$ cat src/rtl/vbc_pkg.sv
package vbc_pkg;

   // Largest volume that the counters and the occupancy store are sized for.
   localparam int MAX_WIDTH  = 256;
   localparam int MAX_HEIGHT = 256;
   localparam int MAX_DEPTH  = 1024;

   // Position counter widths.
   localparam int COL_W   = (MAX_WIDTH > 1) ? $clog2(MAX_WIDTH) : 1;
   localparam int ROW_W   = (MAX_HEIGHT > 1) ? $clog2(MAX_HEIGHT) : 1;
   localparam int SLICE_W = (MAX_DEPTH > 1) ? $clog2(MAX_DEPTH) : 1;

   // Widths of the clamped dimensions, which can hold the maximum itself.
   localparam int DIMX_W = $clog2(MAX_WIDTH + 1);
   localparam int DIMY_W = $clog2(MAX_HEIGHT + 1);
   localparam int DIMZ_W = $clog2(MAX_DEPTH + 1);

   // Voxels per slice and the backlog between the input and output positions.
   localparam int PLANE_MAX = MAX_WIDTH * MAX_HEIGHT;
   localparam int PLANE_W   = $clog2(PLANE_MAX + 1);
   localparam int PEND_W    = $clog2(PLANE_MAX + 3);

   // The occupancy store is addressed by the running voxel count modulo a
   // power of two. It spans two slices plus room for the jobs still in flight.
   localparam int HIST_SLACK = 64;
   localparam int HIST_AW    = $clog2(2 * PLANE_MAX + HIST_SLACK);
   localparam int HIST_DEPTH = 2 ** HIST_AW;

   // Job queue between the front and the back.
   localparam int QUEUE_AW    = 2;
   localparam int QUEUE_DEPTH = 2 ** QUEUE_AW;

   // Field widths of the channels and the register port.
   localparam int SAMPLE_W    = 16;
   localparam int LABEL_W     = 16;
   localparam int POS_X_W     = 8;
   localparam int POS_Y_W     = 8;
   localparam int POS_Z_W     = 10;
   localparam int REQ_TDATA_W = 16;
   localparam int RSP_FIELD_W = LABEL_W + POS_X_W + POS_Y_W + POS_Z_W;
   localparam int RSP_TDATA_W = ((RSP_FIELD_W + 7) / 8) * 8;
   localparam int RSP_PAD_W   = RSP_TDATA_W - RSP_FIELD_W;
   localparam int CSR_INDEX_W = 3;
   localparam int CSR_DATA_W  = 16;
   localparam int CFG_WIDTH_W  = 9;
   localparam int CFG_HEIGHT_W = 9;
   localparam int CFG_DEPTH_W  = 11;

   // Register indexes.
   localparam logic [CSR_INDEX_W-1:0] CSR_VOLUME_WIDTH   = CSR_INDEX_W'(0);
   localparam logic [CSR_INDEX_W-1:0] CSR_VOLUME_HEIGHT  = CSR_INDEX_W'(1);
   localparam logic [CSR_INDEX_W-1:0] CSR_VOLUME_DEPTH   = CSR_INDEX_W'(2);
   localparam logic [CSR_INDEX_W-1:0] CSR_PLANAR_MODE    = CSR_INDEX_W'(3);
   localparam logic [CSR_INDEX_W-1:0] CSR_BOUNDARY_LABEL = CSR_INDEX_W'(4);
   localparam logic [CSR_INDEX_W-1:0] CSR_INTERIOR_LABEL = CSR_INDEX_W'(5);

   // Item kinds on the request channel.
   localparam logic KIND_SAMPLE = 1'b0;
   localparam logic KIND_FLUSH  = 1'b1;

   // Reset values of the registers.
   localparam int RESET_WIDTH  = (256 > MAX_WIDTH) ? MAX_WIDTH : 256;
   localparam int RESET_HEIGHT = (256 > MAX_HEIGHT) ? MAX_HEIGHT : 256;
   localparam int RESET_DEPTH  = (1024 > MAX_DEPTH) ? MAX_DEPTH : 1024;
   localparam logic signed [LABEL_W-1:0] RESET_BOUNDARY_LABEL = LABEL_W'(200);
   localparam logic signed [LABEL_W-1:0] RESET_INTERIOR_LABEL = LABEL_W'(100);

   // Neighbour counts of a fully surrounded voxel.
   localparam int NBR_CNT_W = 3;
   localparam logic [NBR_CNT_W-1:0] NEIGHBOURS_3D = NBR_CNT_W'(6);
   localparam logic [NBR_CNT_W-1:0] NEIGHBOURS_2D = NBR_CNT_W'(4);

   // Settings as the datapath sees them.
   typedef struct packed {
      logic [COL_W-1:0]          col_last;
      logic [ROW_W-1:0]          row_last;
      logic [SLICE_W-1:0]        slice_last;
      logic [PLANE_W-1:0]        row_len;
      logic [PLANE_W-1:0]        plane;
      logic                      planar;
      logic signed [LABEL_W-1:0] boundary_label;
      logic signed [LABEL_W-1:0] interior_label;
   } cfg_type;

   // One result to produce: its position, its store address and the end mark.
   typedef struct packed {
      logic [COL_W-1:0]   col;
      logic [ROW_W-1:0]   row;
      logic [SLICE_W-1:0] slice;
      logic [HIST_AW-1:0] addr;
      logic               last;
   } job_type;

   // Write into the occupancy store.
   typedef struct packed {
      logic               en;
      logic [HIST_AW-1:0] addr;
      logic               data;
   } hist_wr_type;

   // Neighbour reads from the occupancy store.
   typedef struct packed {
      logic               en;
      logic [HIST_AW-1:0] addr_prev_slice;
      logic [HIST_AW-1:0] addr_next_slice;
      logic [HIST_AW-1:0] addr_prev_row;
      logic [HIST_AW-1:0] addr_next_row;
      logic [HIST_AW-1:0] addr_self;
      logic [HIST_AW-1:0] addr_next_col;
   } hist_rd_type;

   // Registered occupancy bits returned by those reads.
   typedef struct packed {
      logic prev_slice;
      logic next_slice;
      logic prev_row;
      logic next_row;
      logic self;
      logic next_col;
   } hist_data_type;

endpackage

$ cat src/rtl/vbc_front.sv
// Front end: takes voxels and flush ticks, records occupancy and decides
// when the result of the oldest pending voxel can be released.
module vbc_front (
   input  logic                                 clock,
   input  logic                                 reset,
   input  vbc_pkg::cfg_type                     cfg,
   input  logic                                 restart,
   input  logic                                 req_tvalid,
   output logic                                 req_tready,
   input  logic                                 req_kind,
   input  logic signed [vbc_pkg::SAMPLE_W-1:0]  req_sample,
   input  logic                                 queue_full,
   output logic                                 job_push,
   output vbc_pkg::job_type                     job,
   output vbc_pkg::hist_wr_type                 hist_wr
);

   logic [vbc_pkg::COL_W-1:0]   in_col_ff, in_col_in;
   logic [vbc_pkg::ROW_W-1:0]   in_row_ff, in_row_in;
   logic [vbc_pkg::SLICE_W-1:0] in_slice_ff, in_slice_in;
   logic                        in_done_ff, in_done_in;
   logic [vbc_pkg::COL_W-1:0]   out_col_ff, out_col_in;
   logic [vbc_pkg::ROW_W-1:0]   out_row_ff, out_row_in;
   logic [vbc_pkg::SLICE_W-1:0] out_slice_ff, out_slice_in;
   logic [vbc_pkg::HIST_AW-1:0] n_addr_ff, n_addr_in;
   logic [vbc_pkg::HIST_AW-1:0] o_addr_ff, o_addr_in;
   logic [vbc_pkg::PEND_W-1:0]  pending_ff, pending_in;

   logic                       accept;
   logic                       is_sample;
   logic                       active;
   logic                       foreground;
   logic                       do_emit;
   logic                       last_job;
   logic [vbc_pkg::PEND_W-1:0] pend_inc;
   logic [vbc_pkg::PEND_W-1:0] pend_step;
   logic [vbc_pkg::PEND_W-1:0] lag;

   // Transfer and classification of the incoming item.
   assign req_tready = !queue_full;
   assign accept     = req_tvalid && !queue_full;
   assign is_sample  = (req_kind == vbc_pkg::KIND_SAMPLE);
   assign active     = is_sample && !in_done_ff;
   assign foreground = !req_sample[vbc_pkg::SAMPLE_W-1] && (req_sample != '0);
   assign pend_inc   = pending_ff + vbc_pkg::PEND_W'(1);
   assign pend_step  = active ? pend_inc : pending_ff;
   assign lag        = cfg.planar ? vbc_pkg::PEND_W'(cfg.row_len)
                                  : vbc_pkg::PEND_W'(cfg.plane);

   // A sample releases a result once the forward neighbour is stored; a flush
   // after the final voxel releases one while any are pending.
   always_comb begin
      if (active) begin
         do_emit = (pend_inc > lag);
      end else begin
         do_emit = !is_sample && in_done_ff && (pending_ff != '0);
      end
   end

   // With all voxels in, a single pending result is the final voxel.
   assign last_job = !is_sample && in_done_ff && (pending_ff == vbc_pkg::PEND_W'(1));

   // Position counters, store addresses and the backlog.
   always_comb begin
      in_col_in    = in_col_ff;
      in_row_in    = in_row_ff;
      in_slice_in  = in_slice_ff;
      in_done_in   = in_done_ff;
      out_col_in   = out_col_ff;
      out_row_in   = out_row_ff;
      out_slice_in = out_slice_ff;
      n_addr_in    = n_addr_ff;
      o_addr_in    = o_addr_ff;
      pending_in   = pending_ff;
      if (restart) begin
         in_col_in    = '0;
         in_row_in    = '0;
         in_slice_in  = '0;
         in_done_in   = 1'b0;
         out_col_in   = '0;
         out_row_in   = '0;
         out_slice_in = '0;
         o_addr_in    = n_addr_ff;
         pending_in   = '0;
      end else if (accept) begin
         if (active) begin
            n_addr_in = n_addr_ff + vbc_pkg::HIST_AW'(1);
            if (in_col_ff != cfg.col_last) begin
               in_col_in = in_col_ff + vbc_pkg::COL_W'(1);
            end else begin
               in_col_in = '0;
               if (in_row_ff != cfg.row_last) begin
                  in_row_in = in_row_ff + vbc_pkg::ROW_W'(1);
               end else begin
                  in_row_in = '0;
                  if (in_slice_ff != cfg.slice_last) begin
                     in_slice_in = in_slice_ff + vbc_pkg::SLICE_W'(1);
                  end else begin
                     in_slice_in = '0;
                     in_done_in  = 1'b1;
                  end
               end
            end
         end
         pending_in = pend_step;
         if (do_emit) begin
            o_addr_in = o_addr_ff + vbc_pkg::HIST_AW'(1);
            if (last_job) begin
               out_col_in   = '0;
               out_row_in   = '0;
               out_slice_in = '0;
               in_done_in   = 1'b0;
               pending_in   = '0;
            end else begin
               pending_in = pend_step - vbc_pkg::PEND_W'(1);
               if (out_col_ff != cfg.col_last) begin
                  out_col_in = out_col_ff + vbc_pkg::COL_W'(1);
               end else begin
                  out_col_in = '0;
                  if (out_row_ff != cfg.row_last) begin
                     out_row_in = out_row_ff + vbc_pkg::ROW_W'(1);
                  end else begin
                     out_row_in   = '0;
                     out_slice_in = out_slice_ff + vbc_pkg::SLICE_W'(1);
                  end
               end
            end
         end
      end
   end

   always_ff @(posedge clock) begin
      if (reset) begin
         in_col_ff    <= '0;
         in_row_ff    <= '0;
         in_slice_ff  <= '0;
         in_done_ff   <= 1'b0;
         out_col_ff   <= '0;
         out_row_ff   <= '0;
         out_slice_ff <= '0;
         n_addr_ff    <= '0;
         o_addr_ff    <= '0;
         pending_ff   <= '0;
      end else begin
         in_col_ff    <= in_col_in;
         in_row_ff    <= in_row_in;
         in_slice_ff  <= in_slice_in;
         in_done_ff   <= in_done_in;
         out_col_ff   <= out_col_in;
         out_row_ff   <= out_row_in;
         out_slice_ff <= out_slice_in;
         n_addr_ff    <= n_addr_in;
         o_addr_ff    <= o_addr_in;
         pending_ff   <= pending_in;
      end
   end

   // Job for the back end and the occupancy write.
   assign job_push   = accept && do_emit;
   assign job.col    = out_col_ff;
   assign job.row    = out_row_ff;
   assign job.slice  = out_slice_ff;
   assign job.addr   = o_addr_ff;
   assign job.last   = last_job;

   assign hist_wr.en   = accept && active;
   assign hist_wr.addr = n_addr_ff;
   assign hist_wr.data = foreground;

endmodule

$ cat config.mk
export PLATFORM = sky130hd
export DESIGN_NAME = vbc_front
export DESIGN_NICKNAME = d
export VERILOG_FILES = /design/src/rtl/vbc_pkg.sv /design/src/rtl/vbc_front.sv
export SDC_FILE = /design/constraint.sdc
export NUM_CORES = 1
export LEC_CHECK = 0
export BUFFER_PORTS_ARGS = -buffer_cell sky130_fd_sc_hd__buf_4
export CORE_AREA = 2 2 117 119
export CTS_BUF_LIST = sky130_fd_sc_hd__clkbuf_16
export DETAILED_ROUTE_END_ITERATION = 10
export DIE_AREA = 0 0 119 121
export GPL_TIMING_DRIVEN = 0
export PLACE_DENSITY = 0.91
export SYNTH_ARGS = -nofsm -noshare
export SYNTH_HDL_FRONTEND = slang
export SYNTH_SLANG_ARGS = --single-unit
export TNS_END_PERCENT = 50
$ cat constraint.sdc
create_clock -name clock -period 9.8 [get_ports clock]
set_clock_uncertainty 0.1 [all_clocks]
set_input_delay 1.96 -clock clock [delete_from_list [all_inputs] [get_ports clock]]
set_output_delay 1.96 -clock clock [all_outputs]
set_load 0.02 [all_outputs]
# After elaboration in Yosys (flattened, before gate mapping)
# Index checks and enable logic that the tools add are counted.
[totals] reg_bits=106
[op_classes] add_sub_neg=10 order_cmp=1 eq_ne=8 n_mux=25 n_bitwise=4 reduce_logical=24
[ops] operator="2-to-1 mux 17 bit" n=4
[ops] operator="2-to-1 mux 8 bit" n=7
[ops] operator="2-to-1 mux 18 bit" n=3
[ops] operator="2-to-1 mux 10 bit" n=4
[ops] operator="adder 18 x 1 -> 18 bit, second input constant" n=2
[ops] operator="adder 8 x 1 -> 8 bit, second input constant" n=4
[ops] operator="inequality test 8 bit" n=4
[ops] operator="adder 10 x 1 -> 10 bit, second input constant" n=2
[ops] operator="adder 17 x 1 -> 17 bit, second input constant" n=1
[ops] operator="== test 17 x 1 -> 1 bit, second input constant" n=1
[ops] operator="> comparator 17 bit" n=1
[ops] operator="nonzero test 17 bit" n=1
[ops] operator="subtractor 17 x 1 -> 17 bit, second input constant" n=1
[ops] operator="nonzero test 16 bit" n=1
[ops] operator="inequality test 10 bit" n=1
[ops] operator="AND reduction 3 bit" n=3
[ops] operator="logical AND 1 bit" n=8
[ops] operator="AND reduction 4 bit" n=2
[ops] operator="2-to-1 mux 1 bit" n=7
[ops] operator="AND reduction 2 bit" n=3
[ops] operator="inequality test 2 bit, second input constant" n=2
[ops] operator="NOT 1 bit" n=4
[ops] operator="nonzero test 2 bit" n=2
[ops] operator="logical NOT 1 bit" n=3
[ops] operator="OR reduction 2 bit" n=1

# Longest topological paths before layout
[depth] depth_word=7 ltp_mapped=17 mapped_depth_nobuf=15

# Worst setup path before layout
# Ideal clock, no wire load.
[synth_timing] kind="input -> output" start="input cfg[32] (netlist bit)" end="output job_push" arrival_ns=4.930 required_ns=7.740 setup_slack_ns=2.810 cell_stages=11 path_buffers=3 cell_sequence="buf_2 > buf_1 > mux2i_1 > ha_1 > a22o_1 > o41ai_1 > a2111oi_1 > a311o_2 > o21ai_1 > buf_4 > clkinv_1"
[synth_between] elab_chain_len=4
[synth_rtl] element="from (decl)" line="vbc_front.sv:6" text="input vbc_pkg::cfg_type cfg,"
[synth_rtl] element="2-to-1 mux 17 bit" line="vbc_front.sv:47" text="assign lag = cfg.planar ? vbc_pkg::PEND_W'(cfg.row_len)"
[synth_rtl] element="> comparator 17 bit" line="vbc_front.sv:54" text="do_emit = (pend_inc > lag);"
[synth_rtl] element="2-to-1 mux 1 bit" line="vbc_front.sv:53" text="if (active) begin"
[synth_rtl] element="logical AND 1 bit" line="vbc_front.sv:159" text="assign job_push = accept && do_emit;"
[synth_rtl] element="to (decl)" line="vbc_front.sv:13" text="output logic job_push,"
# No other way between the ends.

# Worst setup path after layout
# Ends and elaborated chain as after synthesis.

==> impl_metrics.yaml <==
clocking:
  cts_hold_buffers: 0
  post-cts-setup-buffers: 0
  path_clk_slew_ns: 0.07
  ctsResizeCount: 0
  cts.htree.levels: 3
  clkLatencyLatePin_ns: 0.36
  cts_buffer_depth: 2
  cts.sinks: 106
  numCtsBuffers: 9
  cts_tree: "yes"
  cts-root-buf: "clkbuf_16"
final_layout:
  final_common_cell: "buf_4"
  final_cell_mix: "151 x buf_4, 106 x dfxtp_1, 88 x nor2_1"
  drive_gt1_share_pct: 19.7
  area_delta_synth_final_pct: 20.7
  fill_cells: 1037
  final_nets: 1253
  seq_area_um2: 2120
  finalCoreUtilization_pct: 70.6
  multi_input_area_um2: 5060
  diodes: 0
hold_path:
  holdCritPathClass: "flip-flop to flip-flop"
  hp-start: "n_addr_ff[14]"
placed_design:
  port_buffers: 146
  hpwl_um: 16700
  routabilityCongestion: 1.02
worst_setup_path:
  cp-end-kind: "primary output"
  worstPathArrival_ns: 5.86
  cp-start-kind: "primary input"
  critPathKind: "primary input to primary output"
  required_ns: 7.74
  r2r_cells: 15
  rr_endpoint: "out_row_ff[4]"
  crit_end: "job_push"
  path_max_fanout: 10
  crit_start: "cfg[32]"
  ff2ff_setup_slack_ns: 5.02
  reg2reg_from: "pending_ff[1]"
timing:
  drv_slew: 0
  rsz0062_at_grt: "false"
  period_needed_ns: 7.92
  tns_ns: 0
  hold_viol: 0
  finalCritPeriodShare_pct: 80.8
  worstMarginPinSlew_ns: 0.861
  setup_viol: 0
  slew_headroom_pct: 42.4
  max_freq_mhz: 126
synth:
  postSynthCellCount: 953
  async_flop_share_pct: 0
  netlist_area_um2: 7650
  yosysWarningCount: 0
  ys_ff_latch: 106
  postSynthAreaPerCell_um2: 8.03
  seq_area_frac_synth_pct: 27.7
  synth.distinct_cells: 82
  synth-edff-count: 0
  synth_ff_type: "dfxtp_1"
  syn_nets: 1096
die:
  die-area_um2: 14400
  die_h_um: 121
  fp.dieW_um: 119
  initial_utilization_pct: 58.5
  ios: 182
  core-area_um2: 13100
  rows: 42
run:
  drv_cap: 0
grt:
  antenna_found_initial: 0
  overflow: 0
  grt_pass1_vias: 7611
  grtUsageTotal_pct: 30.6
  grt_pass1_wl_um: 36100
  grt_max_degree: 18
detailed_routing:
  drt-initial-drc-count: 662
  via_per_inst: 6.16
  wire_per_inst_um: 17.3
  drc: 0
  postRouteAntennaNets: 0
  dr.pass1.iters: 5
  drt_wl_total_um: 22300
  num_vias: 7942
pwr:
  netSwitchingFraction_pct: 26.8
  p_switching_w: 0.000244
  pwr-share-seq_pct: 48.5
  p_leak_nw: 3.77
  p_int_w: 0.000666
  share_comb_of_total_power_pct: 13.7
  powerDensity_nw_per_um2: 98.4
  ir_drop_mv: 0.114
  power_frac_clock_pct: 37.8
outcome:
  status: "finished clean"
[kinds of logic (layout without fill, tap and decap cells)]
group / count (synthesis) / count (layout) / synth area share, %
compound gates: 198 / 198 / 18.6
xor+xnor: 118 / 118 / 13.5
fa+ha+maj: 28 / 28 / 4.58
buf+inv: 92 / 253 / 6.10
flops: 106 / 106 / 27.7
mux: 25 / 25 / 3.32
simple gates: 386 / 386 / 26.2
[how the worst min path moves through the flow]
stage	to	slack, ns	depth (start not counted)
6_report	n_addr_ff[14]	0.41	2
2_1_floorplan	in_slice_ff[5]	0.38	2
5_1_grt	out_col_ff[7]	0.45	2
4_1_cts	n_addr_ff[14]	0.41	2
3_3_place_gp	n_addr_ff[14]	0.39	2
3_5_place_dp	n_addr_ff[14]	0.39	2
[Yosys cell counts (all sizes together) (30+ instances only)]
cell type | number | share of area [%]
nand2 | 79 | 3.9
xnor2 | 78 | 8.9
a21oi | 51 | 3.4
xor2 | 40 | 4.6
inv | 34 | 1.7
nand3 | 44 | 2.9
nor3 | 31 | 2.1
nor2 | 90 | 4.5
nand4 | 38 | 3.3
o21ai | 36 | 2.4
and3 | 30 | 2.5
dfxtp | 106 | 28
[layout make-up]
class / count / share of cell area [%]
tap: 176 / 2.38
multi-input combinational: 755 / 54.8
inverter: 36 / 1.46
clock buffer: 9 / 2.44
timing repair buffer: 146 / 11.9
clock inverter: 6 / 0.474
sequential: 106 / 23.0
buffer: 56 / 3.59
[sequential cells by signal (all words and copies together), names as in the netlist]
register,count
in_slice_ff,10
n_addr_ff,18
in_done_ff,1
in_row_ff,8
o_addr_ff,18
in_col_ff,8
pending_ff,17
out_slice_ff,10
out_row_ff,8
out_col_ff,8
[power by group through the flow]
stage,sequential [W],clock [W],combinational [W]
2_1_floorplan,0.000454,0,0.0000651
3_3_place_gp,0.000451,0,0.000119
3_5_place_dp,0.000451,0,0.000122
4_1_cts,0.000441,0.000344,0.000123
5_1_grt,0.000442,0.000363,0.000135
6_report,0.000441,0.000344,0.000124
[worst max-delay path: stages]
cell	delay, ns
buf_2	0.23
buf_1	0.58
mux2i_1	0.18
ha_1	0.31
nand3_1	0.11
nor4_1	0.68
o311ai_1	0.21
nand3_1	0.27
nand2_1	0.27
o21ai_1	0.25
buf_4	0.21
clkinv_1	0.30
buf_4	0.28
[per-layer routing]
| metal | global-route usage (%) | routed length [um] | vias up |
|---|---|---|---|
| met5 | 0 | 0 | - |
| met1 | 37.8 | 9020 | 3680 |
| met3 | 6.34 | 2030 | 64 |
| li1 | - | - | 3795 |
| met4 | 13.9 | 720 | 0 |
| met2 | 51.2 | 10600 | 403 |
[through the flow]
stage | setup slack (ns) | hold WS (ns) | cell area (um2) | total power [W] | cells
final | 1.88 | 0.408 | 9240 | 0.000909 | 1290
after global routing | 1.62 | 0.449 | 9240 | 0.000939 | 1290
after detailed placement | 1.89 | 0.392 | 8970 | 0.000574 | 1275
after CTS | 1.88 | 0.406 | 9240 | 0.000908 | 1290
after floorplan | 2.81 | 0.378 | 7650 | 0.000519 | 953
after global placement | 1.95 | 0.392 | 8970 | 0.000570 | 1275
Power figures use the tool's default switching activity.
