`src/rtl/vbc_pkg.sv`:
```
package vbc_pkg;

   // Largest volume that the counters and the occupancy store are sized for.
   localparam int MAX_WIDTH  = 256;
   localparam int MAX_HEIGHT = 256;
   localparam int MAX_DEPTH  = 1024;

   // Position counter widths.
   localparam int COL_W   = (MAX_WIDTH > 1) ? $clog2(MAX_WIDTH) : 1;
   localparam int ROW_W   = (MAX_HEIGHT > 1) ? $clog2(MAX_HEIGHT) : 1;
   localparam int SLICE_W = (MAX_DEPTH > 1) ? $clog2(MAX_DEPTH) : 1;

   // Widths of the clamped dimensions, which can hold the maximum itself.
   localparam int DIMX_W = $clog2(MAX_WIDTH + 1);
   localparam int DIMY_W = $clog2(MAX_HEIGHT + 1);
   localparam int DIMZ_W = $clog2(MAX_DEPTH + 1);

   // Voxels per slice and the backlog between the input and output positions.
   localparam int PLANE_MAX = MAX_WIDTH * MAX_HEIGHT;
   localparam int PLANE_W   = $clog2(PLANE_MAX + 1);
   localparam int PEND_W    = $clog2(PLANE_MAX + 3);

   // The occupancy store is addressed by the running voxel count modulo a
   // power of two. It spans two slices plus room for the jobs still in flight.
   localparam int HIST_SLACK = 64;
   localparam int HIST_AW    = $clog2(2 * PLANE_MAX + HIST_SLACK);
   localparam int HIST_DEPTH = 2 ** HIST_AW;

   // Job queue between the front and the back.
   localparam int QUEUE_AW    = 2;
   localparam int QUEUE_DEPTH = 2 ** QUEUE_AW;

   // Field widths of the channels and the register port.
   localparam int SAMPLE_W    = 16;
   localparam int LABEL_W     = 16;
   localparam int POS_X_W     = 8;
   localparam int POS_Y_W     = 8;
   localparam int POS_Z_W     = 10;
   localparam int REQ_TDATA_W = 16;
   localparam int RSP_FIELD_W = LABEL_W + POS_X_W + POS_Y_W + POS_Z_W;
   localparam int RSP_TDATA_W = ((RSP_FIELD_W + 7) / 8) * 8;
   localparam int RSP_PAD_W   = RSP_TDATA_W - RSP_FIELD_W;
   localparam int CSR_INDEX_W = 3;
   localparam int CSR_DATA_W  = 16;
   localparam int CFG_WIDTH_W  = 9;
   localparam int CFG_HEIGHT_W = 9;
   localparam int CFG_DEPTH_W  = 11;

   // Register indexes.
   localparam logic [CSR_INDEX_W-1:0] CSR_VOLUME_WIDTH   = CSR_INDEX_W'(0);
   localparam logic [CSR_INDEX_W-1:0] CSR_VOLUME_HEIGHT  = CSR_INDEX_W'(1);
   localparam logic [CSR_INDEX_W-1:0] CSR_VOLUME_DEPTH   = CSR_INDEX_W'(2);
   localparam logic [CSR_INDEX_W-1:0] CSR_PLANAR_MODE    = CSR_INDEX_W'(3);
   localparam logic [CSR_INDEX_W-1:0] CSR_BOUNDARY_LABEL = CSR_INDEX_W'(4);
   localparam logic [CSR_INDEX_W-1:0] CSR_INTERIOR_LABEL = CSR_INDEX_W'(5);

   // Item kinds on the request channel.
   localparam logic KIND_SAMPLE = 1'b0;
   localparam logic KIND_FLUSH  = 1'b1;

   // Reset values of the registers.
   localparam int RESET_WIDTH  = (256 > MAX_WIDTH) ? MAX_WIDTH : 256;
   localparam int RESET_HEIGHT = (256 > MAX_HEIGHT) ? MAX_HEIGHT : 256;
   localparam int RESET_DEPTH  = (1024 > MAX_DEPTH) ? MAX_DEPTH : 1024;
   localparam logic signed [LABEL_W-1:0] RESET_BOUNDARY_LABEL = LABEL_W'(200);
   localparam logic signed [LABEL_W-1:0] RESET_INTERIOR_LABEL = LABEL_W'(100);

   // Neighbour counts of a fully surrounded voxel.
   localparam int NBR_CNT_W = 3;
   localparam logic [NBR_CNT_W-1:0] NEIGHBOURS_3D = NBR_CNT_W'(6);
   localparam logic [NBR_CNT_W-1:0] NEIGHBOURS_2D = NBR_CNT_W'(4);

   // Settings as the datapath sees them.
   typedef struct packed {
      logic [COL_W-1:0]          col_last;
      logic [ROW_W-1:0]          row_last;
      logic [SLICE_W-1:0]        slice_last;
      logic [PLANE_W-1:0]        row_len;
      logic [PLANE_W-1:0]        plane;
      logic                      planar;
      logic signed [LABEL_W-1:0] boundary_label;
      logic signed [LABEL_W-1:0] interior_label;
   } cfg_type;

   // One result to produce: its position, its store address and the end mark.
   typedef struct packed {
      logic [COL_W-1:0]   col;
      logic [ROW_W-1:0]   row;
      logic [SLICE_W-1:0] slice;
      logic [HIST_AW-1:0] addr;
      logic               last;
   } job_type;

   // Write into the occupancy store.
   typedef struct packed {
      logic               en;
      logic [HIST_AW-1:0] addr;
      logic               data;
   } hist_wr_type;

   // Neighbour reads from the occupancy store.
   typedef struct packed {
      logic               en;
      logic [HIST_AW-1:0] addr_prev_slice;
      logic [HIST_AW-1:0] addr_next_slice;
      logic [HIST_AW-1:0] addr_prev_row;
      logic [HIST_AW-1:0] addr_next_row;
      logic [HIST_AW-1:0] addr_self;
      logic [HIST_AW-1:0] addr_next_col;
   } hist_rd_type;

   // Registered occupancy bits returned by those reads.
   typedef struct packed {
      logic prev_slice;
      logic next_slice;
      logic prev_row;
      logic next_row;
      logic self;
      logic next_col;
   } hist_data_type;

endpackage

```
`src/rtl/vbc_job_queue.sv`:
```
// Short queue of released jobs between the front and the back.
module vbc_job_queue (
   input  logic             clock,
   input  logic             reset,
   input  logic             push,
   input  vbc_pkg::job_type push_job,
   input  logic             pop,
   output vbc_pkg::job_type head_job,
   output logic             empty,
   output logic             full
);

   vbc_pkg::job_type             entries_ff [vbc_pkg::QUEUE_DEPTH];
   logic [vbc_pkg::QUEUE_AW-1:0] wr_ptr_ff, wr_ptr_in;
   logic [vbc_pkg::QUEUE_AW-1:0] rd_ptr_ff, rd_ptr_in;
   logic [vbc_pkg::QUEUE_AW:0]   count_ff, count_in;

   assign empty    = (count_ff == '0);
   assign full     = (count_ff == (vbc_pkg::QUEUE_AW + 1)'(vbc_pkg::QUEUE_DEPTH));
   assign head_job = entries_ff[rd_ptr_ff];

   // Pointers wrap naturally since the depth is a power of two.
   always_comb begin
      wr_ptr_in = push ? wr_ptr_ff + vbc_pkg::QUEUE_AW'(1) : wr_ptr_ff;
      rd_ptr_in = pop ? rd_ptr_ff + vbc_pkg::QUEUE_AW'(1) : rd_ptr_ff;
      count_in  = count_ff;
      if (push && !pop) begin
         count_in = count_ff + (vbc_pkg::QUEUE_AW + 1)'(1);
      end else if (pop && !push) begin
         count_in = count_ff - (vbc_pkg::QUEUE_AW + 1)'(1);
      end
   end

   always_ff @(posedge clock) begin
      if (reset) begin
         wr_ptr_ff <= '0;
         rd_ptr_ff <= '0;
         count_ff  <= '0;
      end else begin
         wr_ptr_ff <= wr_ptr_in;
         rd_ptr_ff <= rd_ptr_in;
         count_ff  <= count_in;
      end
   end

   // Entry storage.
   always_ff @(posedge clock) begin
      if (push) begin
         entries_ff[wr_ptr_ff] <= push_job;
      end
   end

endmodule

```
`config.mk`:
```
export PLATFORM = sky130hd
export DESIGN_NAME = vbc_job_queue
export DESIGN_NICKNAME = d
export VERILOG_FILES = /design/src/rtl/vbc_pkg.sv /design/src/rtl/vbc_job_queue.sv
export SDC_FILE = /design/constraint.sdc
export NUM_CORES = 1
export LEC_CHECK = 0
export ABC_AREA = 1
export BUFFER_PORTS_ARGS = -buffer_cell sky130_fd_sc_hd__buf_2
export CAP_MARGIN = 25
export CORE_UTILIZATION = 61
export CTS_CLUSTER_DIAMETER = 40
export DETAILED_ROUTE_END_ITERATION = 12
export PLACE_DENSITY = 0.92
export SETUP_SLACK_MARGIN = 0.05
export SLEW_MARGIN = 20
export SYNTH_ARGS = -nofsm -noshare
export SYNTH_HDL_FRONTEND = slang
export SYNTH_SLANG_ARGS = --single-unit
```
`constraint.sdc`:
```
create_clock -name clock -period 3.35 [get_ports clock]
set_input_delay 0.67 -clock clock [delete_from_list [all_inputs] [get_ports clock]]
set_output_delay 0.67 -clock clock [all_outputs]
set_load 0.02 [all_outputs]
```
# Word level (Yosys, flattened, before mapping)
# Memory sizes are Yosys's and may differ from the RTL's. A register that Yosys moved wholly into a read port is not among the register bits.
# Cells that the tools add are included.
[totals] reg_bits=7 ramBits=180 in_bits=49 out_inout_bits=47 elab_cells=21 memories=1
[memory_table] memory="entries_ff" words=4 width=45 rd=1 rd_clocked_by_memory_dff=1 write_ports=1 line_no="vbc_job_queue.sv:13" rtl="vbc_pkg::job_type entries_ff [vbc_pkg::QUEUE_DEPTH];"
[op_classes] addsub=4 eq_ne=1 mux=6 n_reduce_logical=6
[ops] operator="$mux W3" count=2
[ops] operator="$add A2 B1 Y2 const B" count=2
[ops] operator="$mux W2" count=2
[ops] operator="$add A3 B1 Y3 const B" count=1
[ops] operator="$eq A3 B3 Y1 const B" count=1
[ops] operator="$logic_not A3 Y1" count=1
[ops] operator="$sub A3 B1 Y3 const B" count=1
[ops] operator="$logic_and A1 B1 Y1" count=2
[ops] operator="$logic_not A1 Y1" count=2
[ops] operator="$mux W1" count=2
[ops] operator="$reduce_bool A2 Y1" count=1

# Logic depth before layout (Yosys ltp)
# Gate-level depths: netlist of run 1.
[depth] ltp_word=4 mapped_depth=10

# Worst setup path before layout of run 1
# Ideal clock, no wire load.
[synth_path] path_type="input -> register" startpoint="input port push" endpoint="memory entries_ff[0][0] in the netlist's numbering (enable)" setup_time_ps=399 t_arrival_ps=1586 slack_ps=1365 stages=2 cell_sequence="nand2_1 > inv_1"
[synth_between] elab_chain_cells=2
[synth_rtl] element="start: declaration" line_no="vbc_job_queue.sv:5" rtl="input logic push,"
[synth_rtl] element="$mux W1" line_no="vbc_job_queue.sv:48" rtl="if (push) begin"
[synth_rtl] element="$mux W1 (implied by the code)" line_no="vbc_job_queue.sv:49" rtl="entries_ff[wr_ptr_ff] <= push_job;"
[synth_rtl] element="end: declaration" line_no="vbc_job_queue.sv:13"
# Every way passes these cells.

==> results of run 1 <==
-- path summary, 6_finish.rpt --
check	from	to	slack [ns]	depth (start not counted)
worst max-delay path	register	head_job[1]	0.54	4
worst min register to register	rd_ptr_ff[1]	register	0.45	1
worst min-delay path	reset	count_ff[0]	0.40	2
worst max register to register	wr_ptr_ff[0]	entries_ff[2][4]	1.57	5
-- registers in the layout, summed over array words and instances (netlist names), named ones only --
name        cells
count_ff        3
entries_ff    180
rd_ptr_ff       2
wr_ptr_ff       2
-- routing by layer --
| layer | track usage (%) | vias up | wire length (um) |
|---|---|---|---|
| met5 | 0 | - | 13 |
| met4 | 12.4 | 2 | 274 |
| met3 | 6.67 | 30 | 1020 |
| met2 | 41.4 | 204 | 7400 |
| met1 | 29.9 | 2184 | 5550 |
| li1 | - | 2036 | - |
-- worst reg2reg max path: stages, from the launching register on --
cell,delay (ns)
dfxtp_1,0.33
inv_1,0.13
ha_1,0.17
nand2_1,0.06
inv_2,0.44
buf_4,0.34
-- metrics by stage --
step / instances / util [%]
2_1_floorplan: 493 / -
3_3_place_gp: 714 / 66.7
3_5_place_dp: 714 / 66.7
4_1_cts: 746 / 72.5
5_1_grt: 746 / 72.5
6_report: 746 / 72.5
-- power groups by stage --
stage                     combinational (uW)  clock, uW  sequential, uW
after floorplan                          376          0            2770
after global placement                   501          0            2790
after detailed placement                 523          0            2790
after CTS                                530       2210            2740
after global routing                     572       2300            2750
final                                    529       2200            2740
-- cell type report --
| cell class | count | area share [%] |
|---|---|---|
| inverter | 17 | 0.930 |
| tap | 143 | 2.14 |
| clock buffer | 17 | 5.10 |
| timing repair buffer | 106 | 6.69 |
| multi-input combinational | 259 | 15.3 |
| clock inverter | 15 | 2.82 |
| sequential | 189 | 67.0 |
-- kinds of logic (layout without fill, tap and decap cells) --
| logic type | Yosys count | in the layout |
|---|---|---|
| XOR/XNOR | 1 | 1 |
| adder cells (fa/ha/maj) | 6 | 6 |
| AO/OA/AOI/OAI | 143 | 143 |
| buffers and inverters | 45 | 155 |
| AND/OR/NAND/NOR | 109 | 109 |
| flip-flops | 189 | 189 |
-- placed cells by master, fill, tap and decap left out --
| master | synthesis | layout |
|---|---|---|
| edfxtp_1 | 180 | 180 |
| nor2_1 | 96 | 96 |
| buf_2 | 8 | 95 |
| o21ai_1 | 60 | 60 |
| o22ai_1 | 45 | 45 |
| o21ai_0 | 35 | 35 |
| clkbuf_16 | 0 | 17 |
| inv_1 | 15 | 11 |
| buf_4 | 4 | 11 |
| nand2_1 | 9 | 9 |
| dfxtp_1 | 9 | 7 |
| ha_1 | 5 | 5 |
| bufinv_16 | 0 | 5 |
| inv_2 | 0 | 4 |
| clkinvlp_4 | 0 | 4 |
| a21oi_1 | 3 | 3 |
| inv_6 | 0 | 3 |
| nor3_1 | 2 | 2 |
| clkinv_4 | 0 | 2 |
| inv_12 | 1 | 1 |
| clkinv_2 | 1 | 1 |
| xor2_1 | 1 | 1 |
| nand3_1 | 1 | 1 |
| nand4_1 | 1 | 1 |
| fa_1 | 1 | 1 |
| dfxtp_4 | 0 | 1 |
| dfxtp_2 | 0 | 1 |
| inv_8 | 0 | 1 |
==> flow_summary_export.csv, run 1 <==
group,metric,value,unit
critical_path,cp.arrival,2.14,ns
power_and_ir_drop,clockPowerShare,40.2,%
clock_network,clock_latency,0.43,ns
critical_path,crit_type,"reg -> out",
yosys,synth-adder-area-share,1.14,%
yosys,yosys.area_share.simple,5.73,%
yosys,yosysMostFrequentCell,"edfxtp_1",
critical_path,path_delay_family,"buffers and inverters",
route,first_iter_violations,449,
yosys,synth_cells,493,
sta,tightest_slew,0.692,ns
finish,syn_to_final_growth,15.1,%
yosys,synth_area,7250,sq um
global_route,grt_max_degree,91,
die,core.rowCount,39,
critical_path,critical_path.max_stage_delay,0.59,ns
yosys,yosysTopAreaCell,"edfxtp_1",
power_and_ir_drop,power.share.combinational,9.7,%
clock_network,ctsHtreeMaxLevel,4,
critical_path,crit_path_cell_trace,"clkinv_2 -> o21ai_1 -> o22ai_1 -> buf_2",
hold_path,hp-class,"in -> reg",
finish,final_nets,645,
power_and_ir_drop,p_sw_share,23.3,%
yosys,ys_top_cells_by_area,"edfxtp_1 75%, nor2_1 5.0%, o21ai_1 4.1%",
yosys,ys_ff_latch,189,
clock_network,ctsResizeCount,0,
yosys,synth_compound_area_share,10.6,%
clock_network,clk_path_buf_depth,2,
clock_network,postCtsHoldBufs,0,
route,wl_per_cell,19.1,um
global_route,track_usage,24.8,%
status,violations,"DRC",
yosys,synth_xor_area_share,0.121,%
placement,dp_hpwl,8140,um
clock_network,cts_setup_buffers,0,
power_and_ir_drop,p_int,4190,uW
sta,period_share,84.0,%
finish,multi_input_area,1280,sq um
global_route,grt-ovfl-total,0,
yosys,ys.warnings.count,0,
sta,hold_slack,0.400,ns
finish,ff_latch_area,5590,sq um
placement,place.gp.congestion,0.725,
yosys,synthArstFlopShare,0,%
die,start_util,63.0,%
power_and_ir_drop,p_leak,0.00300,uW
finish,antenna_cells,0,
sta,hold_violations,0,
power_and_ir_drop,p_per_area,655,nW/um^2
die,die_height,111,um
die,fp.coreArea,11500,sq um
yosys,synth_edf_count,180,
route,via_count,4456,
status,outcome,"complete, but fails checks",
sta,fin_ws,0.537,ns
clock_network,clk_pin_slew_worst_paths,0.07,ns
clock_network,cts-buffers-inserted,17,
critical_path,required,2.68,ns
yosys,synth_top_family_by_area,"compound AO/OA/AOI/OAI gates",
critical_path,cp-end-kind,"output port",
global_route,grt_pass1_vias,4486,
sta,fmax,355,MHz
yosys,yosys-top-cells-count,"180 x edfxtp_1, 96 x nor2_1, 60 x o21ai_1",
die,ios,96,
global_route,grt_first_pass_wirelength,22600,um
power_and_ir_drop,seqPwrFrac,50.2,%
yosys,syn_nets,548,
clock_network,cts_root_buf,"clkbuf_16",
power_and_ir_drop,switchingPower,1270,uW
clock_network,clock_sinks,189,
critical_path,cp_max_fo,45,
global_route,antenna_found_initial,1,
route,first_pass_iters,9,
critical_path,critPathSlowestCell,"clkinv_2",
placement,postPlaceCellArea,7680,sq um
yosys,yosys-mux-area-fraction,0,%
sta,slew_viol_final,0,
critical_path,crit_buf_inv,2,
flow_run,cap_viol_max_count,0,
finish,nFillCells,725,
placement,place_ws,1.02,ns
route,wirelength,14300,um
die,die_x,111,um
sta,fin_crit,2.81,ns
clock_network,cts_tree,"yes",
sta,setup-tns-final,0,ns
sta,rsz0062_at_grt,"false",
yosys,yosysTopAreaCellShare,74.5,%
yosys,synth_flop_cell,"edfxtp_1",
power_and_ir_drop,design_power_total,5470,uW
sta,finalClockSkew,0.00708,ns
placement,port-buffer-count,95,
finish,stdcell_area,8340,sq um
route,vias_per_cell,5.97,
route,postRouteAntennaNets,0,
sta,finalSetupViolations,0,
yosys,synth_cell_type_count,22,
route,drc_errors,6,
critical_path,start_kind,"register",
die,die_area,12300,sq um
power_and_ir_drop,ir_worst_vdd,443,uV
yosys,seq_area_frac_synth,77.0,%
yosys,syn_avg_cell_area,14.7,sq um
sta,maxSlewHeadroom,53.8,%
finish,drive_gt1_share,24.2,%
Note: power is estimated with default switching activity, not from simulation.
==> run 2, diff against run 1 <==
--- a/config.mk
+++ b/config.mk
@@ -8,10 +8,10 @@
 export ABC_AREA = 1
 export BUFFER_PORTS_ARGS = -buffer_cell sky130_fd_sc_hd__buf_2
 export CAP_MARGIN = 25
-export CORE_UTILIZATION = 61
+export CORE_UTILIZATION = 51
 export CTS_CLUSTER_DIAMETER = 40
 export DETAILED_ROUTE_END_ITERATION = 12
-export PLACE_DENSITY = 0.92
+export PLACE_DENSITY = 0.83
 export SETUP_SLACK_MARGIN = 0.05
 export SLEW_MARGIN = 20
 export SYNTH_ARGS = -nofsm -noshare
==> constraint.sdc (replaced) <==
create_clock -name clock -period 2.4 [get_ports clock]
set_input_delay 0.48 -clock clock [delete_from_list [all_inputs] [get_ports clock]]
set_output_delay 0.48 -clock clock [all_outputs]
set_load 0.02 [all_outputs]
==> flow_summary_export.csv, run 2 (synthesis results as in run 1) <==
group,metric,value,unit
critical_path,crit_buf_inv,2,
critical_path,crit_path_cell_trace,"buf_4 -> o21ai_0 -> o22ai_1 -> buf_2",
die,die_height,121,um
route,wl_per_cell,18.2,um
sta,setup-tns-final,0,ns
critical_path,cp-end-kind,"output port",
finish,ff_latch_area,5590,sq um
global_route,grt_pass1_vias,4291,
finish,final_nets,649,
finish,top_register,"entries_ff",
clock_network,ctsHtreeMaxLevel,4,
finish,stdcell_area,8450,sq um
critical_path,required,1.92,ns
critical_path,start_kind,"register",
die,ios,96,
power_and_ir_drop,power.share.combinational,10.0,%
clock_network,clock_sinks,189,
sta,fin_crit,2.25,ns
route,postRouteAntennaNets,0,
route,drc_errors,0,
clock_network,cts_root_buf,"clkbuf_16",
finish,utilization,60.9,%
sta,slew_viol_final,0,
critical_path,cp_max_fo,18,
finish,nFillCells,1070,
route,first_pass_iters,5,
power_and_ir_drop,clockPowerShare,39.8,%
sta,finalClockSkew,0.00497,ns
placement,place_inst,754,
finish,antenna_cells,0,
sta,period_share,93.6,%
clock_network,clock_latency,0.43,ns
placement,dp_hpwl,8330,um
power_and_ir_drop,p_leak,0.00304,uW
route,first_iter_violations,330,
die,fp.coreArea,13900,sq um
clock_network,cts_tree,"yes",
clock_network,cts-buffers-inserted,17,
clock_network,clk_pin_slew_worst_paths,0.06,ns
status,outcome,"finished, final reports clean",
critical_path,critPathSlowestCell,"dfxtp_4",
critical_path,r2r-start,"wr_ptr_ff[0]",
route,wirelength,14300,um
finish,multi_input_area,1280,sq um
power_and_ir_drop,ir_worst_vdd,609,uV
route,via_count,4353,
sta,rsz0062_at_grt,"false",
finish,syn_to_final_growth,16.6,%
global_route,antenna_found_initial,0,
hold_path,min_from,"reset",
sta,hold_violations,0,
global_route,track_usage,20.3,%
finish,mostFrequentLayoutCell,"edfxtp_1",
critical_path,cp.arrival,1.77,ns
finish,largest_reg_flops,180,
critical_path,critical_path.max_stage_delay,0.52,ns
die,core.rowCount,43,
placement,place.gp.congestion,0.748,
finish,drive_gt1_share,24.4,%
die,die_x,121,um
hold_path,hp-class,"in -> reg",
critical_path,crit_type,"reg -> out",
global_route,grt_max_degree,91,
finish,layout_common_cells,"180 x edfxtp_1, 96 x nor2_1, 95 x buf_2, 60 x o21ai_1, 45 x o22ai_1",
sta,finalSetupViolations,0,
die,die_area,14700,sq um
placement,postPlaceCellArea,7790,sq um
die,start_util,52.2,%
flow_run,cap_viol_max_count,0,
finish,reg.largest.list,"entries_ff: 180 flops, count_ff: 3 flops",
global_route,grt-ovfl-total,0,
sta,tightest_slew,0.432,ns
clock_network,clk_path_buf_depth,2,
finish,stdcell_count,787,
power_and_ir_drop,switchingPower,1740,uW
sta,fmax,445,MHz
power_and_ir_drop,p_sw_share,22.9,%
placement,port-buffer-count,95,
sta,maxSlewHeadroom,71.2,%
power_and_ir_drop,p_int,5860,uW
global_route,grt_first_pass_wirelength,21900,um
sta,hold_slack,0.225,ns
critical_path,path_delay_family,"flip-flops",
route,vias_per_cell,5.53,
power_and_ir_drop,seqPwrFrac,50.2,%
power_and_ir_drop,p_per_area,899,nW/um^2
[run 2: cell count changes in the layout (fill, tap and decap cells not counted), sizes merged]
cell	delta
buf	+3
clkinv	+4
inv	-1
clkbuf	+2
clkinvlp	-4
[run 2: metrics by stage]
stage | power, uW | worst slack, ns
6_report | 7600 | 0.153
2_1_floorplan | 4390 | 0.530
5_1_grt | 7860 | 0.0597
4_1_cts | 7650 | 0.0622
3_5_place_dp | 4650 | 0.521
3_3_place_gp | 4610 | 0.565
[run 2: final timing paths]
kind	endpoint	slack, ns	cells after the start
setup / recovery	head_job[34]	0.15	4
hold / removal	count_ff[0]	0.22	2
setup reg to reg	entries_ff[0][2]	0.78	5
hold reg to reg	register	0.44	1
[run 2: final cells by class]
| class | count | share of cell area [%] |
|---|---|---|
| tap | 180 | 2.66 |
| multi-input combinational | 259 | 15.1 |
| clock buffer | 18 | 5.08 |
| timing repair buffer | 110 | 7.52 |
| inverter | 17 | 0.932 |
| clock inverter | 14 | 2.56 |
| sequential | 189 | 66.1 |
[run 2: power by group through the flow]
stage          Sequential, uW  Combinational (uW)  Clock (uW)
6_report                 3820                 762        3020
3_3_place_gp             3880                 734           0
4_1_cts                  3820                 763        3070
2_1_floorplan            3870                 525           0
5_1_grt                  3830                 835        3200
3_5_place_dp             3890                 757           0
[run 2: timing repair]
| item | in CTS | in global routing |
|---|---|---|
| hold buffers | 0 | 0 |
| endpoints found under the setup margin | 1 | 24 |
| gates resized for setup | 1 | 1 |
| setup buffers | 0 | 1 |
[run 2: routing by layer]
layer	routed length [um]	GRT usage, %
met4	97	7.64
met2	7190	32.9
met5	0	0
met3	1040	6.48
met1	6020	25.5
[run 2: worst reg2reg max path: stages, from the launching register on]
cell	delay, ns
dfxtp_1	0.33
inv_1	0.12
ha_1	0.16
nand2_1	0.06
inv_2	0.33
buf_4	0.32
==> run 3, diff against run 2 <==
--- a/config.mk
+++ b/config.mk
@@ -8,10 +8,10 @@
 export ABC_AREA = 1
 export BUFFER_PORTS_ARGS = -buffer_cell sky130_fd_sc_hd__buf_2
 export CAP_MARGIN = 25
-export CORE_UTILIZATION = 51
+export CORE_UTILIZATION = 57
 export CTS_CLUSTER_DIAMETER = 40
 export DETAILED_ROUTE_END_ITERATION = 12
-export PLACE_DENSITY = 0.83
+export PLACE_DENSITY = 0.87
 export SETUP_SLACK_MARGIN = 0.05
 export SLEW_MARGIN = 20
 export SYNTH_ARGS = -nofsm -noshare
==> constraint.sdc (replaced) <==
create_clock -name clock -period 2.2 [get_ports clock]
set_input_delay 0.44 -clock clock [delete_from_list [all_inputs] [get_ports clock]]
set_output_delay 0.44 -clock clock [all_outputs]
set_load 0.02 [all_outputs]
==> flow_summary_export.csv, run 3 (synthesis results as in run 1) <==
group,metric,value,unit
route,wirelength,15100,um
route,drc_errors,0,
finish,largest_reg_flops,180,
critical_path,critical_path.max_stage_delay,0.35,ns
power_and_ir_drop,p_leak,0.00305,uW
finish,stdcell_count,782,
route,first_pass_iters,4,
critical_path,crit_type,"reg -> out",
placement,place.gp.congestion,0.741,
status,outcome,"finished, final reports clean",
clock_network,cts_tree,"yes",
die,ios,96,
route,postRouteAntennaNets,0,
critical_path,cp_max_fo,18,
sta,period_share,96.4,%
placement,place_inst,742,
sta,finalClockSkew,0.00653,ns
critical_path,required,1.76,ns
clock_network,ctsHtreeMaxLevel,4,
hold_path,hp-class,"in -> reg",
global_route,track_usage,23.4,%
clock_network,clock_latency,0.43,ns
die,die_height,115,um
power_and_ir_drop,design_power_total,7780,uW
finish,drive_gt1_share,25.0,%
clock_network,cts_root_buf,"clkbuf_16",
global_route,grt-ovfl-total,0,
global_route,grt_pass1_vias,4401,
route,via_count,4506,
power_and_ir_drop,ir_worst_vdd,581,uV
critical_path,critPathSlowestCell,"dfxtp_2",
global_route,antenna_found_initial,1,
finish,layout_common_cells,"180 x edfxtp_1, 96 x nor2_1, 95 x buf_2, 59 x o21ai_1, 44 x o22ai_1",
die,fp.coreArea,12200,sq um
power_and_ir_drop,p_per_area,915,nW/um^2
die,die_area,13200,sq um
clock_network,cts-buffers-inserted,17,
finish,syn_to_final_growth,17.1,%
critical_path,cp.arrival,1.68,ns
sta,maxSlewHeadroom,66.5,%
sta,hold_violations,0,
placement,postPlaceCellArea,7830,sq um
finish,reg.largest.list,"entries_ff: 180 flops, count_ff: 3 flops",
sta,tightest_slew,0.502,ns
critical_path,cp-end-kind,"output port",
sta,hold_slack,0.188,ns
clock_network,clk_path_buf_depth,2,
critical_path,crit_path_cell_trace,"inv_4 -> buf_4 -> o21ai_1 -> o22ai_1 -> buf_2",
sta,fmax,472,MHz
placement,port-buffer-count,95,
global_route,grt_first_pass_wirelength,22000,um
route,vias_per_cell,5.76,
finish,final_nets,655,
die,start_util,59.4,%
sta,finalSetupViolations,0,
finish,top_register,"entries_ff",
die,die_x,115,um
placement,dp_hpwl,8450,um
sta,setup-tns-final,0,ns
critical_path,start_kind,"register",
clock_network,clock_sinks,189,
finish,stdcell_area,8490,sq um
die,core.rowCount,40,
route,first_iter_violations,376,
global_route,grt_max_degree,91,
flow_run,cap_viol_max_count,0,
sta,rsz0062_at_grt,"true",
clock_network,clk_pin_slew_worst_paths,0.06,ns
sta,slew_viol_final,0,
route,wl_per_cell,19.3,um
finish,mostFrequentLayoutCell,"edfxtp_1",
clock_network,postCtsHoldBufs,0,
sta,fin_crit,2.12,ns
run 3: power by group:
group | total [uW] | internal [uW] | switching (uW)
sequential | 4160 | 4110 | 54.5
clock | 2710 | 1500 | 1220
combinational | 901 | 297 | 604
total | 7780 | 5900 | 1870
run 3: through the flow:
step	worst slack, ns	util (%)
floorplan	0.330	-
global placement	0.390	64.1
detailed placement	0.369	64.1
CTS	0.0308	69.0
global route	0.0267	69.5
finish	0.0799	69.5
run 3: final cells by class:
class / count / area (sq um)
flip-flops and latches: 189 / 5590
inverters: 17 / 92.6
repair buffers: 115 / 758
multi-input cells: 259 / 1290
well taps: 168 / 210
fillers: 821 / 3720
repair inverters: 1 / 20.0
clock inverters: 10 / 66.3
diodes: 1 / 2.50
clock buffers: 22 / 464
run 3: timing repair:
action                                  CTS  global route
setup buffers                             4             1
resized for setup                         1            11
endpoints found under the hold margin     0             0
cloned                                    1             1
endpoints found under the setup margin   40            39
pin swaps                                 0             0
run 3: path summary, 6_finish.rpt:
| check | start | to | slack, ns | cells after the start |
|---|---|---|---|---|
| max | register | head_job[3] | 0.08 | 5 |
| min | reset | count_ff[0] | 0.19 | 2 |
| max reg2reg | wr_ptr_ff[0] | entries_ff[0][37] | 0.50 | 5 |
| min reg2reg | rd_ptr_ff[1] | register | 0.45 | 1 |
run 3: layer usage:
metal / up-vias / global-route usage [%] / share of wire [%]
met4: 0 / 11.1 / 1.6
li1: 2053 / - / -
met5: - / 0 / 0
met1: 2247 / 28.9 / 41
met3: 20 / 5.48 / 6.3
met2: 186 / 39.5 / 51
run 3: critical path, delay by kind of cell (launching register included):
kind / cells / cell delay (ns)
compound gates: 2 / 0.25
buf+inv: 3 / 0.65
flops: 1 / 0.35
